<file path="src/hw/rtl/pjd_pkg.sv">
`timescale 1ns / 1ps

package pjd_pkg;

  localparam int NUM_JOINTS = 32;
  localparam int JOINT_AW   = (NUM_JOINTS > 1) ? $clog2(NUM_JOINTS) : 1;

  localparam int JOINT_W  = 5;
  localparam int POS_W    = 16;
  localparam int GAIN_W   = 24;
  localparam int MARGIN_W = 15;
  localparam int RATE_W   = 16;
  localparam int PERIOD_W = 24;
  localparam int SUM_W    = 32;
  localparam int MEM_W    = POS_W + SUM_W;
  localparam int V_W      = 64;

  localparam int CFG_IDX_W  = 2;
  localparam int CFG_DATA_W = 24;

  localparam logic [CFG_IDX_W-1:0] REG_ENABLE        = 2'd0;
  localparam logic [CFG_IDX_W-1:0] REG_SAMPLE_RATE   = 2'd1;
  localparam logic [CFG_IDX_W-1:0] REG_SAMPLE_PERIOD = 2'd2;

  localparam logic [POS_W-1:0]    NEUTRAL_DRIVE = 16'h8000;
  localparam logic [POS_W-1:0]    DRIVE_TOP     = 16'd65534;
  localparam logic [RATE_W-1:0]   RESET_RATE    = 16'd500;
  localparam logic [PERIOD_W-1:0] RESET_PERIOD  = 24'd33554;

  typedef struct packed {
    logic capture;
    logic load;
    logic mul1;
    logic mul2;
    logic sum1;
    logic sum2;
    logic sum3;
    logic clamp;
    logic emit;
  } pjd_cmd_t;

  typedef struct packed {
    logic                  we;
    logic [CFG_IDX_W-1:0]  idx;
    logic [CFG_DATA_W-1:0] data;
  } pjd_cfg_wr_t;

endpackage

</file>
<file path="src/hw/rtl/pjd_ctrl.sv">
`timescale 1ns / 1ps

module pjd_ctrl (
  input  logic               clk,
  input  logic               rst,
  input  logic               in_valid,
  output logic               in_ready,
  output logic               out_valid,
  input  logic               out_ready,
  output pjd_pkg::pjd_cmd_t  cmd
);
  import pjd_pkg::*;

  localparam logic [3:0] ST_IDLE  = 4'd0;
  localparam logic [3:0] ST_LOAD  = 4'd1;
  localparam logic [3:0] ST_MUL1  = 4'd2;
  localparam logic [3:0] ST_MUL2  = 4'd3;
  localparam logic [3:0] ST_SUM1  = 4'd4;
  localparam logic [3:0] ST_SUM2  = 4'd5;
  localparam logic [3:0] ST_SUM3  = 4'd6;
  localparam logic [3:0] ST_CLAMP = 4'd7;
  localparam logic [3:0] ST_FRIC  = 4'd8;

  logic [3:0] state;
  logic [3:0] state_next;
  logic       out_valid_next;
  logic       out_free;

  assign out_free = !out_valid || out_ready;
  assign in_ready = (state == ST_IDLE);

  always_comb begin
    state_next = state;
    cmd        = '0;
    unique case (state)
      ST_IDLE: begin
        if (in_valid) begin
          cmd.capture = 1'b1;
          state_next  = ST_LOAD;
        end
      end
      ST_LOAD: begin
        cmd.load   = 1'b1;
        state_next = ST_MUL1;
      end
      ST_MUL1: begin
        cmd.mul1   = 1'b1;
        state_next = ST_MUL2;
      end
      ST_MUL2: begin
        cmd.mul2   = 1'b1;
        state_next = ST_SUM1;
      end
      ST_SUM1: begin
        cmd.sum1   = 1'b1;
        state_next = ST_SUM2;
      end
      ST_SUM2: begin
        cmd.sum2   = 1'b1;
        state_next = ST_SUM3;
      end
      ST_SUM3: begin
        cmd.sum3   = 1'b1;
        state_next = ST_CLAMP;
      end
      ST_CLAMP: begin
        cmd.clamp  = 1'b1;
        state_next = ST_FRIC;
      end
      ST_FRIC: begin
        if (out_free) begin
          cmd.emit   = 1'b1;
          state_next = ST_IDLE;
        end
      end
      default: begin
        state_next = ST_IDLE;
      end
    endcase
  end

  assign out_valid_next = (out_valid && !out_ready) || cmd.emit;

  always_ff @(posedge clk) begin
    if (rst) begin
      state     <= ST_IDLE;
      out_valid <= 1'b0;
    end else begin
      state     <= state_next;
      out_valid <= out_valid_next;
    end
  end

endmodule

</file>
<file path="config.mk">
export PLATFORM = sky130hd
export DESIGN_NAME = pjd_ctrl
export DESIGN_NICKNAME = d
export VERILOG_FILES = /design/src/hw/rtl/pjd_pkg.sv /design/src/hw/rtl/pjd_ctrl.sv
export SDC_FILE = /design/constraint.sdc
export NUM_CORES = 1
export LEC_CHECK = 0
export BUFFER_PORTS_ARGS = -buffer_cell sky130_fd_sc_hd__buf_2
export CAP_MARGIN = 5
export CORE_AREA = 4 4 41 43
export CTS_CLUSTER_SIZE = 20
export DETAILED_ROUTE_END_ITERATION = 8
export DIE_AREA = 0 0 45 47
export HOLD_SLACK_MARGIN = 0.08
export PLACE_DENSITY_LB_ADDON = 0.15
export SYNTH_ARGS = -nofsm -noshare
export SYNTH_HDL_FRONTEND = slang
export SYNTH_SLANG_ARGS = --single-unit
</file>
<file path="constraint.sdc">
create_clock -name clk -period 2.7 [get_ports clk]
set_input_delay 0.135 -clock clk [delete_from_list [all_inputs] [get_ports clk]]
set_output_delay 0.135 -clock clk [all_outputs]
set_load 0.1 [all_outputs]
</file>
Word-level counts from Yosys, hierarchy flattened --
Cells that the tools add are included.
Operators by class: equality and inequality tests 10, reduce and logical (&&, ||, !) cells 7, muxes and demuxes 14
Operators with widths (count):
- one-hot mux 4 bit (9 select lines) | 1
- equality test 4 x 3 -> 1 bit, second input constant | 4
- 2-to-1 mux 1 bit | 11
- equality test 4 x 2 -> 1 bit, second input constant | 2
- 2-to-1 mux 4 bit | 2
- equality test 4 x 1 -> 1 bit, second input constant | 1
- equality test 4 bit, second input constant | 1
- logical NOT 4 bit | 1
- inequality test 2 bit, second input constant | 2
- logical NOT 1 bit | 2
- logical OR 1 bit | 2
- AND reduction 2 bit | 1
- logical AND 1 bit | 1
Storage, ports and cells: flip-flop bits (word level) 5, input port bits 4, output and inout bits 11, logic and storage cells 33

Depth between registers and ports, before layout --
word-level depth 5, gate-level depth with buffers 4, gate-level depth less buffers 3

Least setup slack after synthesis --
No wires, ideal clock.
kind register to output, start point register state[1], end point output port cmd[6] in the netlist's numbering, buffers on the path 1, required time 2565 ps, arrival 2769 ps, cell stages (with the launch flop) 4, path slack -204 ps, path through dfxtp_1 -> buf_6 -> or2b_2 -> nor3_1
RTL lines:
- start: declaration | RTL line pjd_ctrl.sv:24 | logic [3:0] state;
- start signal: assignment | RTL line pjd_ctrl.sv:89 | state <= state_next;
- end: declaration | RTL line pjd_ctrl.sv:10 | output pjd_pkg::pjd_cmd_t cmd

==> flow_summary.json <==
{
  "cts-root-buf": "clkbuf_4",
  "share_comb_of_total_power_pct": 41.5,
  "cp_cell_sequence": "or2b_1, nor3_2, buf_2",
  "numCtsBuffers": 3,
  "dp_hpwl_um": 533.4,
  "cts_setup_buffers": 0,
  "drt-initial-drc-count": 5,
  "yosys_warnings": 0,
  "final.setup_skew_ns": 0.001688,
  "die_y_um": 47,
  "fillers": 146,
  "tightest_slew_ns": 0.4984,
  "max_stage_delay_ns": 0.61,
  "drv_slew": 0,
  "drc": 0,
  "finalWirelength_um": 732,
  "worstPathArrival_ns": 1.72,
  "cts-resized-gates": 0,
  "ir_drop_mv": 0.2638,
  "cp_max_fo": 10,
  "critical_path_class": "flop to primary output",
  "p_per_area_nw_per_um2": 696.3,
  "cts.path.max_buffers": 2,
  "rsz0062_at_grt": "no",
  "multi_input_area_sq_um": 219.0,
  "synth_edf_count": 0,
  "async_reset_ff_share_pct": 0,
  "max_freq_mhz": 539.4,
  "fin_crit_sh_pct": 68.67,
  "drive_gt1_share_pct": 51.92,
  "antenna_found_initial": 0,
  "cap_violations": 0,
  "internal_power_mw": 0.1609,
  "final_cell_mix": "buf_2 (14), dfxtp_1 (5)",
  "synth.distinct_cells": 21,
  "outcome": "finished, final reports clean",
  "ys_seq_elements": 5,
  "die_x_um": 45,
  "hold_class": "input port to flop",
  "gr-total-overflow": 0,
  "grt_util_all_layers_pct": 9.098,
  "ant_nets": 0,
  "final_common_cell": "buf_2",
  "synth_ff_type": "dfxtp_1",
  "core_sq_um": 1301,
  "area_growth_pct": 23.86,
  "syn_area_sq_um": 356.6,
  "syn_avg_cell_area_sq_um": 9.384,
  "synth_nets": 42,
  "grt_pass1_vias": 310,
  "hold_ws_ns": 0.1438,
  "grt_first_pass_wirelength_um": 1345,
  "io_pins": 15,
  "end_kind": "primary output",
  "dieArea_sq_um": 2115,
  "swShare_pct": 47.69,
  "setup_tns_ns": 0,
  "required_ns": 2.57,
  "num_antenna_cells": 0,
  "nNetsFinal": 57,
  "clk_pin_slew_ns": 0.04,
  "utilization_pct": 33.94,
  "fin_crit_ns": 1.854,
  "crit_slowest_cell": "dfxtp_1",
  "num_rows": 13,
  "syn-instance-count": 38,
  "wire_per_inst_um": 10.93,
  "yosysSeqAreaShare_pct": 28.07,
  "cts.sinks": 5,
  "crit_path_start_kind": "flop",
  "slew_headroom_pct": 66.73,
  "leakagePower_nw": 0.1978,
  "viasPerCell": 4.746,
  "routabilityCongestion": 0.6535,
  "cts_tree": "built",
  "pwr-share-clk_pct": 28.0,
  "grt_max_degree": 12,
  "drt-pass1-iter-count": 4,
  "start_util_pct": 27.40,
  "switching_power_mw": 0.1467,
  "htreeDepth": 1,
  "via_count": 318,
  "setup_viol": 0,
  "timing.final.hold_violations": 0,
  "p_seq_share_pct": 30.5,
  "clk_latency_ns": 0.24,
  "port_buffers": 14,
  "cts_hold_buffers": 0,
  "area.sequential_sq_um": 100.1
}
-- stage by stage --
| stage | setup slack [ns] | total power, mW | area (sq um) | instances |
|---|---|---|---|---|
| after global placement | 1.099 | 0.2231 | 415.4 | 63 |
| after global routing | 0.7516 | 0.3280 | 441.7 | 67 |
| after CTS | 0.8378 | 0.3113 | 441.7 | 67 |
| after floorplan | 0.05270 | 0.2139 | 371.6 | 38 |
| final | 0.8460 | 0.3076 | 441.7 | 67 |
| after detailed placement | 1.112 | 0.2229 | 415.4 | 63 |
-- Yosys cell counts (2+ instances only) --
cell	n	area share [%]
buf_6	4	13
dfxtp_1	5	28
inv_1	2	2.1
nand2_1	2	2.1
nor2_1	3	3.2
nor3_1	6	8.4
or2b_1	2	4.2
-- critical path: cells and delay by family (launching register included) --
family | cells | cell delay, ns
flip-flops | 1 | 0.61
buffers and inverters | 1 | 0.44
AND/OR/NAND/NOR | 2 | 0.43
-- registers in the layout (all words and copies together), names as in the netlist --
name,flops
out_valid,1
state,4
-- worst paths after layout --
kind	cells after the start	end	startpoint	slack (ns)
setup / recovery	3	cmd[7]	state[0]	0.85
hold / removal	2	state[3]	rst	0.14
setup reg to reg	3	state[3]	state[0]	1.43
hold reg to reg	2	out_valid	out_valid	0.48
-- area by class of cell --
cell class,instances,share of cell area [%]
tap,15,4.249
multi-input combinational,27,49.58
sequential,5,22.66
inverter,2,1.700
clock buffer,4,5.949
timing repair buffer,14,15.86
-- cell families (layout without fill, tap and decap cells) --
logic type             after synthesis  after routing  synth area share, %
XOR/XNOR                             2              2                4.913
AO/OA/AOI/OAI                        4              4                13.68
AND/OR/NAND/NOR                     21             21                38.60
flip-flops                           5              5                28.07
buffers and inverters                6             20                14.74
-- routing by layer --
layer	track usage (%)	routed length (um)	part of all wire [%]
met5	0	0	0
met4	1.754	0	0
met1	12.33	353	48
met3	5.747	54	7.4
met2	12.15	324	44
-- power by group through the flow --
stage	logic (mW)	registers (mW)	clock network, mW
global placement	0.128	0.0950	0
finish	0.128	0.0938	0.0862
CTS	0.128	0.0936	0.0892
global route	0.134	0.0953	0.0985
floorplan	0.132	0.0817	0
detailed placement	0.128	0.0947	0
Power figures use the tool's default switching activity.
